$ cat src/rtl/quadratic_root_solver_assert.svh
// Assertion macros used by the quadratic root solver top level.
`ifndef QUADRATIC_ROOT_SOLVER_ASSERT_SVH
`define QUADRATIC_ROOT_SOLVER_ASSERT_SVH

// Same-cycle implication, checked on every rising edge outside reset.
`define QRS_ASSERT_IMP(lbl, ante, cons, msg) \
    lbl: assert property (@(posedge clk) disable iff (!rst_n) (ante) |-> (cons)) \
        else $error(msg);

// Implication with a delayed consequent, the delay given by n.
`define QRS_ASSERT_DLY(lbl, ante, n, cons, msg) \
    lbl: assert property (@(posedge clk) disable iff (!rst_n) (ante) |-> ##n (cons)) \
        else $error(msg);

`endif

$ cat src/rtl/qrs_pkg.sv
// Types, widths and helpers shared by the quadratic root solver modules.
package qrs_pkg;

    localparam int COEF_W = 32;
    localparam int PROD_W = 64;
    localparam int DISC_W = 66;
    localparam int ROOT_W = 33;
    localparam int REM_W  = 37;
    localparam int NUM_W  = 35;
    localparam int MAG_W  = 34;
    localparam int DEN_W  = 33;

    localparam logic [COEF_W-1:0] Q_MAX = {1'b0, {(COEF_W-1){1'b1}}};
    localparam logic [COEF_W-1:0] Q_MIN = {1'b1, {(COEF_W-1){1'b0}}};

    typedef struct packed {
        logic              none;
        logic [COEF_W-1:0] a;
        logic [COEF_W-1:0] b;
        logic [DISC_W-1:0] disc;
    } qrs_item_t;

    typedef struct packed {
        logic              none;
        logic [COEF_W-1:0] a;
        logic [COEF_W-1:0] b;
    } qrs_side_t;

    typedef struct packed {
        logic       push;
        logic [1:0] inflight;
    } qrs_front_stat_t;

    function automatic logic [COEF_W-1:0] mag32(input logic [COEF_W-1:0] v);
        logic [COEF_W-1:0] n;
        n = ~v + 1'b1;
        return v[COEF_W-1] ? n : v;
    endfunction

endpackage

$ cat src/rtl/qrs_queue.sv
// Small register queue between the front end and the back end.
module qrs_queue #(
    parameter int DEPTH = 4
) (
    input  logic                        clk,
    input  logic                        rst_n,
    input  logic                        push,
    input  qrs_pkg::qrs_item_t          push_data,
    output logic                        pop_valid,
    output qrs_pkg::qrs_item_t          pop_data,
    output logic [$clog2(DEPTH+1)-1:0]  count
);
    import qrs_pkg::*;

    localparam int PW = $clog2(DEPTH);
    localparam int CW = $clog2(DEPTH+1);

    qrs_item_t         mem_reg [DEPTH];
    logic [PW-1:0]     wr_ptr_reg, wr_ptr_next;
    logic [PW-1:0]     rd_ptr_reg, rd_ptr_next;
    logic [CW-1:0]     count_reg, count_next;
    logic              pop;

    // The back end never stalls, so a waiting item leaves every cycle.
    assign pop       = (count_reg != '0);
    assign pop_valid = pop;
    assign pop_data  = mem_reg[rd_ptr_reg];
    assign count     = count_reg;

    always_comb
    begin
        wr_ptr_next = wr_ptr_reg;
        rd_ptr_next = rd_ptr_reg;
        count_next  = count_reg;
        if (push)
            wr_ptr_next = (wr_ptr_reg == PW'(DEPTH-1)) ? '0 : wr_ptr_reg + 1'b1;
        if (pop)
            rd_ptr_next = (rd_ptr_reg == PW'(DEPTH-1)) ? '0 : rd_ptr_reg + 1'b1;
        if (push && !pop)
            count_next = count_reg + 1'b1;
        else if (!push && pop)
            count_next = count_reg - 1'b1;
    end

    always_ff @(posedge clk or negedge rst_n)
    begin
        if (!rst_n)
        begin
            wr_ptr_reg <= '0;
            rd_ptr_reg <= '0;
            count_reg  <= '0;
        end
        else
        begin
            wr_ptr_reg <= wr_ptr_next;
            rd_ptr_reg <= rd_ptr_next;
            count_reg  <= count_next;
        end
    end

    always_ff @(posedge clk)
    begin
        if (push)
            mem_reg[wr_ptr_reg] <= push_data;
    end

endmodule

$ cat config.mk
export PLATFORM = sky130hd
export DESIGN_NAME = qrs_queue
export DESIGN_NICKNAME = d
export VERILOG_FILES = /design/src/rtl/quadratic_root_solver_assert.svh /design/src/rtl/qrs_pkg.sv /design/src/rtl/qrs_queue.sv
export SDC_FILE = /design/constraint.sdc
export NUM_CORES = 1
export LEC_CHECK = 0
export BUFFER_PORTS_ARGS = -buffer_cell sky130_fd_sc_hd__buf_2
export CORE_ASPECT_RATIO = 0.6
export CORE_MARGIN = 4
export CORE_UTILIZATION = 42
export DETAILED_ROUTE_END_ITERATION = 16
export HOLD_SLACK_MARGIN = 0.02
export PLACE_DENSITY = 0.68
export RECOVER_POWER = 25
export SLEW_MARGIN = 20
export SYNTH_ARGS = -nofsm -noshare
export SYNTH_HDL_FRONTEND = slang
export SYNTH_SLANG_ARGS = --single-unit
$ cat constraint.sdc
create_clock -name clk -period 4.25 [get_ports clk]
set_input_delay 0 -clock clk [delete_from_list [all_inputs] [get_ports clk]]
set_output_delay 0 -clock clk [all_outputs]
set_load 0.05 [all_outputs]
# Word level (Yosys, flattened, before mapping)
# Memories as Yosys holds them, arrays and structs flattened.
# Cells that the tools add are included.
[word_totals] reg_bits=7 mem_bits_rw=524 out_inout_bits=135 n_memories=1 in_bits=134 elab_cells=22
[op_classes] eq_ne=2 n_reduce_logical=6 n_mux=6 addsub=4
[memory_table] name="mem_reg" depth=4 word_bits=131 read_ports=1 rd_clocked_by_memory_dff=0 write_ports=1 line="qrs_queue.sv:18" rtl="qrs_item_t mem_reg [DEPTH];"
[ops] cell="$mux W3" count=2
[ops] cell="$add A2 B1 Y2 const B" count=2
[ops] cell="$eq A2 B2 Y1 const B" count=2
[ops] cell="$mux W2" count=2
[ops] cell="$add A3 B1 Y3 const B" count=1
[ops] cell="$reduce_bool A3 Y1" count=1
[ops] cell="$sub A3 B1 Y3 const B" count=1
[ops] cell="$logic_and A1 B1 Y1" count=2
[ops] cell="$logic_not A1 Y1" count=2
[ops] cell="$mux W1" count=2
[ops] cell="$reduce_bool A2 Y1" count=1

# Longest topological paths before layout
[depth] ltp_word=4 ltp_mapped=5 depth_no_buf=5

# Worst setup path after synthesis
# Ideal clock, no wire load.
[synth_timing] path_type="flip-flop to flip-flop" startpoint="reg wr_ptr_reg[0]" endpoint="mem mem_reg[2][0] in the netlist's numbering, enable pin" synth_period_minus_slack_ns=4.137 stages_incl_launch_ff=4 setup_ns=0.505 t_required_ns=3.745 arrival_ns=3.632 slack_ns=0.113 n_path_buf=0 path_cell_list="dfrtp_1 inv_1 ha_1 and2_1"
[synth_rtl] element="start: declaration" line="qrs_queue.sv:19" rtl="logic [PW-1:0] wr_ptr_reg, wr_ptr_next;"
[synth_rtl] element="start signal: assignment" line="qrs_queue.sv:55" rtl="wr_ptr_reg <= wr_ptr_next;"
[synth_rtl] element="end: declaration" line="qrs_queue.sv:18"
# No word-level cell before the write port.

==> impl_summary.log <==
INFO  metric path_clk_slew = 0.06 ns
INFO  metric routedWlPerCell = 21.3 um
INFO  metric async_flop_share = 1.32%
INFO  metric die_area = 49,500 sq um
INFO  metric route.final.wire_length = 38,700 um
INFO  metric final.fill_count = 3,515
INFO  metric synth_edf_count = 524
INFO  metric setup_slack_of_the_worst_register_to_register_path = 2.21 ns
INFO  metric netlist.top_cell.by_area = edfxtp_1
INFO  metric finalHoldWorstSlack = 0.201 ns
INFO  metric die_width = 285 um
INFO  metric dieHeight = 174 um
INFO  metric holdCritPathClass = input pin to register
INFO  metric fmax = 355 MHz
INFO  metric synthDominantCellAreaShare = 81.6%
INFO  metric hp-start = push_data[8]
INFO  metric clock_sinks = 531
INFO  metric irDropWorstVdd = 0.000522 V
INFO  metric hold_violations = 0
INFO  metric grt_setup_unrepaired = no
INFO  metric top_level_ports = 269
INFO  metric setup_total_negative_slack = 0 ns
INFO  metric grt_pass1_wl = 60,600 um
INFO  metric worstHoldEndpoint = mem_reg[0][8]$_DFFE_PP_
INFO  metric sequential_element_share_of_the_synthesized_area = 82.5%
INFO  metric r2r.worst_path.cells = 4
INFO  metric core.rowCount = 60
INFO  metric setup.worst_path.start_class = register
INFO  metric route.detailed.vias_per_inst = 5.07
INFO  metric p_leak = 8.06 nW
INFO  metric ctsResizeCount = 0
INFO  metric run_status = completed
INFO  metric reg2reg_from = wr_ptr_reg[1]$_DFFE_PN0P_
INFO  metric drv_cap = 0
INFO  metric first_global_vias = 10,200
INFO  metric gp_congestion = 0.713
INFO  metric worst_setup_path_end_kind = output pin
INFO  metric fin_crit_sh = 66.3%
INFO  metric post_synth_num_cell_types = 20
INFO  metric dominant_register_cell_in_the_synthesized_netlist = edfxtp_1
INFO  metric max-clock-path-buffers = 3
INFO  metric gr-total-overflow = 0
INFO  metric hold_depth = 2
INFO  metric numPortBuffers = 268
INFO  metric relative_slew_slack = 49.6%
INFO  metric syn-cell-area = 19,300 sq um
INFO  metric final.setup_skew = 0.0114 ns
INFO  metric power_density = 745 nW/um^2
INFO  metric fin_nets = 1,303
INFO  metric drc = 0
INFO  metric tritoncts.num_buffers = 50
INFO  metric synth_warn = 0
INFO  metric min_period = 2.82 ns
INFO  metric largest_register_ffs = 524
INFO  metric initial_core_util = 42.7%
INFO  metric peak_fanout_along_the_critical_path = 88
INFO  metric tritoncts = done
INFO  metric antenna-diode-count = 0
INFO  metric setup-violations-final = 0
INFO  metric number_of_iterations_in_the_first_detailed_routing_pass = 4
INFO  metric crit_path_required_time = 4.25 ns
INFO  metric grt_start_max_net_pins = 89
INFO  metric cts.htree.levels = 2
INFO  metric tightest_slew = 0.756 ns
INFO  metric timing.final.ws_setup = 1.43 ns
INFO  metric slew_violations = 0
INFO  metric critical_path_arrival = 2.82 ns
INFO  metric coreArea = 45,100 sq um
INFO  metric avgSynthCellArea = 26.7 sq um
INFO  metric synth.area.top_cells = edfxtp_1 82%, mux4_2 15%, dfrtp_1 0.91%
INFO  metric postRouteAntennaNets = 0
INFO  metric syn_nets = 862
INFO  metric timing.setup.critical_path_class = register to output pin
INFO  metric crit-reg2reg-capture = mem_reg[1][15]$_DFFE_PP_
INFO  metric clockRootBuffer = clkbuf_16
INFO  metric post-place-ws = 1.87 ns
INFO  metric dp_hpwl = 22,600 um
INFO  metric layout_area_overhead = 25.3%
INFO  metric antenna_found_initial = 1
INFO  metric syn_inst = 722
INFO  metric synth-seq-cells = 531
INFO  metric route.vias.total = 9,240
INFO  metric clk_latency = 0.56 ns
INFO  metric drive_above_1_share = 33.9%
INFO  metric detailedRoute.firstIterationViolations = 632
INFO  metric grt.total_usage = 15.7%
## cell type report
| class | instances | area, sq um | area share [%] |
|---|---|---|---|
| sequential | 531 | 15900 | 65.9 |
| multi-input combinational | 157 | 3170 | 13.1 |
| timing repair buffer | 419 | 2830 | 11.7 |
| clock buffer | 63 | 1300 | 5.38 |
| tap | 620 | 776 | 3.21 |
| clock inverter | 27 | 164 | 0.678 |
| inverter | 4 | 15.0 | 0.0621 |
## where the power goes
| part | switching [mW] | total, mW | internal (mW) |
|---|---|---|---|
| clock network | 1.85 | 4.03 | 2.18 |
| logic | 4.83 | 6.95 | 2.12 |
| registers | 0.329 | 7.04 | 6.71 |
| total | 7.00 | 18.0 | 11.0 |
## cells by family after synthesis
| kind of cell | Yosys count | share of synthesized area (%) |
|---|---|---|
| adder cells (fa/ha/maj) | 6 | 0.389 |
| buffers and inverters | 34 | 1.14 |
| XOR/XNOR | 4 | 0.182 |
| AND/OR/NAND/NOR | 10 | 0.279 |
| flip-flops | 531 | 82.5 |
| multiplexers | 132 | 15.4 |
| AO/OA/AOI/OAI | 5 | 0.156 |
## per-stage QoR
step                power, mW  std cells  utilization (%)  area, sq um
finish                   18.0       1821             53.6        24200
global route             18.8       1821             53.6        24200
CTS                      18.3       1820             53.7        24200
detailed placement       14.1       1596             47.5        21400
global placement         14.0       1596             47.5        21400
floorplan                12.5        722                -        19300
## Yosys cell counts (all sizes together) (2+ instances only)
library cell	n
edfxtp	524
mux4	131
buf	26
dfrtp	7
ha	6
and2	4
clkbuf	4
inv	4
o21ai	3
a21o	2
nor3	2
xnor2	2
xor2	2
## worst max-delay path, cell delays in order (launching register included)
cell and delay (ns):
dfrtp_4 0.89, buf_12 0.41, mux4_2 0.45, buf_2 0.24
## worst max-delay path by stage
stage                                   start                      end  slack [ns]  cells past startpoint
CTS                 rd_ptr_reg[0]$_DFFE_PN0P_             pop_data[52]        1.23                      3
global placement    rd_ptr_reg[0]$_DFFE_PN0P_             pop_data[22]        1.86                      3
detailed placement  rd_ptr_reg[0]$_DFFE_PN0P_             pop_data[52]        1.87                      3
global route        rd_ptr_reg[0]$_DFFE_PN0P_             pop_data[52]        1.34                      4
finish              rd_ptr_reg[1]$_DFFE_PN0P_             pop_data[52]        1.43                      3
floorplan           wr_ptr_reg[0]$_DFFE_PN0P_  mem_reg[2][0]$_DFFE_PP_        0.11                      3
## per-layer routing
layer	vias up	routed length [um]	part of all wire, %	global-route usage, %
li1	4013	-	-	-
met2	266	19100	49	25.5
met1	4908	16400	42	21.7
met4	2	585	1.5	3.17
met5	-	13	0.034	0
met3	51	2700	7.0	4.21
## what timing repair did
item                                   4_1_cts  5_1_grt
setup buffers                                0        0
hold buffers                               134        0
endpoints found under the hold margin      534        0
## placed cells by master, fill, tap and decap left out, types with 3 or more instances in the layout
cell type      instances
and2_4                 4
buf_12                 8
buf_2                186
buf_4                  8
clkbuf_1              95
clkbuf_16             50
clkinv_1              11
clkinv_2               7
dfrtp_1                5
dlygate4sd3_1        134
edfxtp_1             524
ha_1                   6
inv_1                  4
inv_6                  5
mux4_2               131
o21ai_0                3
(Power assumes the default switching activity.)
