==> src/rtl/quadratic_root_solver_assert.svh <==
// Assertion macros used by the quadratic root solver top level.
`ifndef QUADRATIC_ROOT_SOLVER_ASSERT_SVH
`define QUADRATIC_ROOT_SOLVER_ASSERT_SVH

// Same-cycle implication, checked on every rising edge outside reset.
`define QRS_ASSERT_IMP(lbl, ante, cons, msg) \
    lbl: assert property (@(posedge clk) disable iff (!rst_n) (ante) |-> (cons)) \
        else $error(msg);

// Implication with a delayed consequent, the delay given by n.
`define QRS_ASSERT_DLY(lbl, ante, n, cons, msg) \
    lbl: assert property (@(posedge clk) disable iff (!rst_n) (ante) |-> ##n (cons)) \
        else $error(msg);

`endif

==> src/rtl/qrs_pkg.sv <==
// Types, widths and helpers shared by the quadratic root solver modules.
package qrs_pkg;

    localparam int COEF_W = 32;
    localparam int PROD_W = 64;
    localparam int DISC_W = 66;
    localparam int ROOT_W = 33;
    localparam int REM_W  = 37;
    localparam int NUM_W  = 35;
    localparam int MAG_W  = 34;
    localparam int DEN_W  = 33;

    localparam logic [COEF_W-1:0] Q_MAX = {1'b0, {(COEF_W-1){1'b1}}};
    localparam logic [COEF_W-1:0] Q_MIN = {1'b1, {(COEF_W-1){1'b0}}};

    typedef struct packed {
        logic              none;
        logic [COEF_W-1:0] a;
        logic [COEF_W-1:0] b;
        logic [DISC_W-1:0] disc;
    } qrs_item_t;

    typedef struct packed {
        logic              none;
        logic [COEF_W-1:0] a;
        logic [COEF_W-1:0] b;
    } qrs_side_t;

    typedef struct packed {
        logic       push;
        logic [1:0] inflight;
    } qrs_front_stat_t;

    function automatic logic [COEF_W-1:0] mag32(input logic [COEF_W-1:0] v);
        logic [COEF_W-1:0] n;
        n = ~v + 1'b1;
        return v[COEF_W-1] ? n : v;
    endfunction

endpackage

==> src/rtl/qrs_front.sv <==
// Front end: takes coefficients, forms the discriminant and classifies the item.
module qrs_front (
    input  logic                            clk,
    input  logic                            rst_n,
    input  logic                            accept,
    input  logic signed [qrs_pkg::COEF_W-1:0] coef_a,
    input  logic signed [qrs_pkg::COEF_W-1:0] coef_b,
    input  logic signed [qrs_pkg::COEF_W-1:0] coef_c,
    output qrs_pkg::qrs_item_t              item,
    output qrs_pkg::qrs_front_stat_t        stat
);
    import qrs_pkg::*;

    logic              v1_reg;
    logic [COEF_W-1:0] a1_reg, b1_reg, c1_reg;
    logic              v2_reg;
    logic [COEF_W-1:0] a2_reg, b2_reg;
    logic              acpos2_reg;
    logic [PROD_W-1:0] bb2_reg, ac2_reg;

    logic              acpos1;
    logic [DISC_W-1:0] fac, bbx;
    logic              none;
    logic [DISC_W-1:0] disc;

    always_ff @(posedge clk or negedge rst_n)
    begin
        if (!rst_n)
        begin
            v1_reg <= 1'b0;
            v2_reg <= 1'b0;
        end
        else
        begin
            v1_reg <= accept;
            v2_reg <= v1_reg;
        end
    end

    assign acpos1 = (a1_reg != '0) && (c1_reg != '0) && (a1_reg[COEF_W-1] == c1_reg[COEF_W-1]);

    always_ff @(posedge clk)
    begin
        a1_reg     <= coef_a;
        b1_reg     <= coef_b;
        c1_reg     <= coef_c;
        a2_reg     <= a1_reg;
        b2_reg     <= b1_reg;
        acpos2_reg <= acpos1;
        bb2_reg    <= mag32(b1_reg) * mag32(b1_reg);
        ac2_reg    <= mag32(a1_reg) * mag32(c1_reg);
    end

    // 4ac is positive only when a and c share a sign; then it may exceed b*b.
    always_comb
    begin
        fac  = {ac2_reg, 2'b00};
        bbx  = {2'b00, bb2_reg};
        none = 1'b0;
        disc = '0;
        if (acpos2_reg)
        begin
            if (fac > bbx)
                none = 1'b1;
            else
                disc = bbx - fac;
        end
        else
        begin
            disc = bbx + fac;
        end
        if (a2_reg == '0)
            none = 1'b1;
    end

    assign item.none     = none;
    assign item.a        = a2_reg;
    assign item.b        = b2_reg;
    assign item.disc     = none ? '0 : disc;
    assign stat.push     = v2_reg;
    assign stat.inflight = {1'b0, v1_reg} + {1'b0, v2_reg};

endmodule

==> config.mk <==
export PLATFORM = sky130hd
export DESIGN_NAME = qrs_front
export DESIGN_NICKNAME = d
export VERILOG_FILES = /design/src/rtl/quadratic_root_solver_assert.svh /design/src/rtl/qrs_pkg.sv /design/src/rtl/qrs_front.sv
export SDC_FILE = /design/constraint.sdc
export NUM_CORES = 2
export LEC_CHECK = 0
export BUFFER_PORTS_ARGS = -buffer_cell sky130_fd_sc_hd__buf_2
export CAP_MARGIN = 25
export CORE_AREA = 5 5 312 543
export DETAILED_ROUTE_END_ITERATION = 8
export DIE_AREA = 0 0 317 548
export PLACE_DENSITY_LB_ADDON = 0.3
export RECOVER_POWER = 100
export SETUP_SLACK_MARGIN = 0.02
export SLEW_MARGIN = 20
export SYNTH_ARGS = -nofsm -noshare
export SYNTH_HDL_FRONTEND = slang
export SYNTH_SLANG_ARGS = --single-unit
export TNS_END_PERCENT = 1
==> constraint.sdc <==
create_clock -name clk -period 28.4 [get_ports clk]
set_clock_uncertainty 0.05 [all_clocks]
set_input_delay 1.42 -clock clk [delete_from_list [all_inputs] [get_ports clk]]
set_output_delay 1.42 -clock clk [all_outputs]
set_load 0.03 [all_outputs]
Word-level counts from Yosys, hierarchy flattened
Index checks and enable logic that the tools add are counted.
{"block": "op_classes", "reduce_logical": 5, "eq_ne": 1, "order_cmp": 1, "mul": 2, "bitwise": 3, "mux": 9, "n_addsub": 6}
{"cell": "$mux 66", "n": 3}
{"cell": "$mul 32x32->64", "n": 2}
{"cell": "$add 32x1->32 const B", "n": 3}
{"cell": "$mux 32", "n": 3}
{"cell": "$not 32->32", "n": 3}
{"cell": "$add 64x66->66", "n": 1}
{"cell": "$gt 66x64->1", "n": 1}
{"cell": "$sub 64x66->66", "n": 1}
{"cell": "$reduce_bool 32->1", "n": 2}
{"cell": "$logic_not 32->1", "n": 1}
{"cell": "$mux 1", "n": 3}
{"cell": "$add 1x1->2", "n": 1}
{"cell": "$logic_and 1x1->1", "n": 2}
{"cell": "$eq 1x1->1", "n": 1}
{"block": "totals", "output_inout_bits": 134, "register_bits": 291}

Logic depth before layout (Yosys ltp)
{"block": "depth", "word_depth": 5, "mapped_depth": 43, "ltp_nobuf": 40}

Least setup slack after synthesis
OpenSTA, ideal clock, no wires.
{"block": "synth_timing", "path_kind": "register to register", "startpoint": "register a1_reg[0]", "endpoint": "register ac2_reg[63]", "arrival_time_ps": 10074, "stages_incl_launch_ff": 35, "setup_time_ps": 72, "t_required_ps": 28278, "slack_ps": 18204, "path_cell_list": "dfxtp_1 -> clkbuf_1 -> inv_1 -> clkbuf_1 -> ha_1 -> nand2_1 -> or4_1 -> or4_1 -> or3_4 -> o31ai_2 -> xnor2_1 -> clkbuf_1 -> nand2_1 -> fa_1 -> fa_1 -> fa_1 -> fa_1 -> inv_1 -> fa_1 -> fa_1 -> fa_1 -> inv_1 -> fa_1 -> inv_1 -> ha_1 -> and4_1 -> and4_1 -> o21a_1 -> a31o_2 -> a311o_1 -> o21ai_0 -> o31ai_1 -> a311o_1 -> a21oi_1 -> xnor2_1"}
{"block": "synth_via", "elab_chain_cells": 4}
{"element": "start, declared", "line": "qrs_front.sv:15", "source": "logic [COEF_W-1:0] a1_reg, b1_reg, c1_reg;"}
{"element": "start signal, assigned", "line": "qrs_front.sv:44", "source": "a1_reg <= coef_a;"}
{"element": "$not 32->32", "line": "qrs_pkg.sv:36", "source": "n = ~v + 1'b1;"}
{"element": "$add 32x1->32", "line": "qrs_pkg.sv:36"}
{"element": "$mux 32 *", "line": "qrs_pkg.sv:37", "source": "return v[COEF_W-1] ? n : v;"}
{"element": "$mul 32x32->64 *", "line": "qrs_front.sv:51", "source": "ac2_reg <= mag32(a1_reg) * mag32(c1_reg);"}
{"element": "end signal, assigned", "line": "qrs_front.sv:51"}
{"element": "end, declared", "line": "qrs_front.sv:19", "source": "logic [PROD_W-1:0] bb2_reg, ac2_reg;"}
Every way passes the cells marked *; elsewhere a longest branch is shown, timed or not.

Final worst setup path
{"block": "layout_timing", "startpoint": "register b1_reg[0]", "endpoint": "register bb2_reg[61]"}
{"block": "layout_via", "elab_chain_cells": 4}
{"element": "start, declared", "line": "qrs_front.sv:15"}
{"element": "start signal, assigned", "line": "qrs_front.sv:45", "source": "b1_reg <= coef_b;"}
{"element": "$not 32->32", "line": "qrs_pkg.sv:36"}
{"element": "$add 32x1->32", "line": "qrs_pkg.sv:36"}
{"element": "$mux 32 *", "line": "qrs_pkg.sv:37"}
{"element": "$mul 32x32->64 *", "line": "qrs_front.sv:50", "source": "bb2_reg <= mag32(b1_reg) * mag32(b1_reg);"}
{"element": "end signal, assigned", "line": "qrs_front.sv:50"}
{"element": "end, declared", "line": "qrs_front.sv:19"}
Marks and branches as above.

==> metrics.yaml <==
numClockSinks: 289
clock_tree.htree_level_count: 2
outcome: "complete, but fails checks"
grt.overflow.total: 0
remaining_drc_errors: 0
post_cts_resized: 0
synth_area_per_cell_um2: 8.76
worstPathArrival_ns: 14.11
worst_slack_ns: 14.81
finalWeightedCongestion: 1.03
crit_type: "flip-flop to flip-flop"
share_of_async_settable_or_async_resettable_flops_after_synthesis_pct: 0.692
clockBufferDepth: 3
finalSetupViolCount: 0
cell_area_after_synthesis_um2: 76600
timing.max_cap.violations: 7
worst_pin_slew_ns: 3.74
postCtsSetupBuffers: 0
finalSetupTns_ns: 0
layout-area-overhead-vs-synth_pct: 7.40
finalWorstPathRequiredPeriod_ns: 13.59
rsz0062_at_grt: "false"
flip_flop_count_of_the_largest_register_all_copies_and_words_added: 64
design.final.nets: 11300
via_count_of_the_first_global_routing_pass: 69100
placementRows: 197
ys_warn_count: 0
placement.io_buffers: 231
design.core.area_um2: 164000
max_clock_freq_ghz: 0.0736
root_buffer: "sky130_fd_sc_hd__clkbuf_16"
setup.worst_path.end_class: "flip-flop"
fin_crit_sh_pct: 47.9
worst_setup_path_start_kind: "flip-flop"
fillerInstances: 15800
fp.dieH_um: 548
totalWireLength_mm: 282
yosys_register_bits: 289
dominantRegCellSynth: "sky130_fd_sc_hd__dfxtp_1"
crit_slowest_cell: "sky130_fd_sc_hd__clkinv_1"
dpl_worst_slack_ns: 16.93
clk_latency_ns: 0.64
slew_violations: 159
worstHoldPathType: "flip-flop to flip-flop"
number_of_flops_mapped_to_enable_cells_by_yosys: 0
synthDistinctLibCells: 87
drive_gt1_share_pct: 5.03
vias_per_cell: 5.64
yosysMostFrequentCell: "sky130_fd_sc_hd__inv_1"
drtAntennaViolNets: 0
detailedRoute.firstIterationViolations: 4321
initial_utilization_pct: 46.6
antenna_violations_before_repair: 10
cell_count_after_synthesis: 8751
place_hpwl_mm: 231
cts-hold-fix-buffers: 0
cts_inserted_buffers: 36
critical_path_peak_fanout: 20
routed_vias: 62400
clk_pin_slew_worst_paths_ns: 0.06
post_drt_wl_per_cell_um: 25.5
violations: "max-capacitance violations, max-slew violations"
worst_slew_margin_rel_pct: -149
die_width_um: 317
worst-endpoint-required_ns: 28.92
ys_seq_area_share_pct: 7.56
synth_top_cells_by_count: "2008 x sky130_fd_sc_hd__inv_1, 1693 x sky130_fd_sc_hd__fa_1, 1059 x sky130_fd_sc_hd__nor2_1"
netlist.top_cell.by_area: "sky130_fd_sc_hd__fa_1"
netlist_top_cells_area: "sky130_fd_sc_hd__fa_1 44%, sky130_fd_sc_hd__ha_1 11%, sky130_fd_sc_hd__inv_1 9.8%"
floorplan.io_pins: 233
tritoncts: "built"
final_hold_viol_count: 0
critical-path-max-stage-delay_ns: 1.31
worstHoldPathCells: 0
detail_route.first_pass.iterations: 6
die-area_um2: 174000
global_route_wire_length_before_repair_mm: 419
grt_start_max_net_pins: 70
cpMostUsedCell: "sky130_fd_sc_hd__fa_1"
synth.top_cell.area_share_pct: 44.2
rr_worst_depth: 31
grt_util_all_layers_pct: 32.6
worst max-delay path: cells and delay by family, from the launching register on:
family,cells,cell delay (ns)
adder cells (fa/ha/maj),10,4.85
flip-flops,1,0.32
XOR/XNOR,2,0.38
AO/OA/AOI/OAI,9,2.85
AND/OR/NAND/NOR,3,0.73
buffers and inverters,7,4.24
worst paths after layout:
kind / slack (ns) / from / endpoint
min reg2reg: 0.35 / b1_reg[22] / b2_reg[22]
max in group asynchronous: 27.67 / rst_n / v2_reg
max reg2reg: 14.81 / b1_reg[0] / bb2_reg[61]
min: 0.35 / b1_reg[22] / b2_reg[22]
max: 14.81 / b1_reg[0] / bb2_reg[61]
min in group asynchronous: 0.50 / rst_n / v1_reg
metal layers:
layer  part of all wire (%)  vias to the layer above  wire (µm)  GRT usage, %
met1                     31                    31200      86100          32.4
met5                  0.028                        -         80             0
met2                     50                     3202     142000          57.9
li1                       -                    26700          -             -
met3                    7.5                     1311      21000          5.83
met4                     12                       12      32800          28.1
area by class of cell:
class                      count  area [µm²]  share of cell area [%]
antenna                        1        2.50                 0.00304
clock buffer                  45         965                    1.17
clock inverter                21         244                   0.296
inverter                    2020        7580                    9.21
multi-input combinational   6103       62700                    76.1
sequential                   289        5800                    7.05
tap                         2189        2740                    3.33
timing repair buffer         409        2310                    2.81
cell usage in the layout (no fill, tap or decap), types with 55 or more instances in the layout:
cell / netlist / final
sky130_fd_sc_hd__ha_1: 673 / 673
sky130_fd_sc_hd__nand2_1: 863 / 863
sky130_fd_sc_hd__buf_4: 5 / 156
sky130_fd_sc_hd__buf_2: 10 / 100
sky130_fd_sc_hd__dfxtp_1: 287 / 286
sky130_fd_sc_hd__xor2_1: 126 / 105
sky130_fd_sc_hd__clkbuf_1: 332 / 153
sky130_fd_sc_hd__nor2_1: 1059 / 1059
sky130_fd_sc_hd__o21ai_0: 186 / 184
sky130_fd_sc_hd__xnor2_1: 223 / 178
sky130_fd_sc_hd__a21oi_1: 325 / 325
sky130_fd_sc_hd__fa_1: 1693 / 1693
sky130_fd_sc_hd__inv_1: 2008 / 2008
sky130_fd_sc_hd__nand3_1: 55 / 55
sky130_fd_sc_hd__a21o_1: 126 / 126
through the flow:
stage | instance area (µm²) | util, % | hold slack (ns) | cells
floorplan | 76700 | - | 0.279 | 8776
global placement | 81200 | 49.4 | 0.320 | 11000
detailed placement | 81200 | 49.4 | 0.331 | 11000
CTS | 82500 | 50.2 | 0.345 | 11100
global route | 82300 | 50.1 | 0.352 | 11100
finish | 82300 | 50.1 | 0.347 | 11100
cell families after synthesis:
kind of cell	synth area share (%)
buf+inv	11.7
fa+ha+maj	55.2
simple gates	12.8
compound gates	8.47
xor+xnor	4.05
flops	7.56
mux	0.132
other cells	0.00980
Power is left out: the tool's default activity adds up to more than one toggle a clock period on the data nets, which glitch-free logic cannot reach.
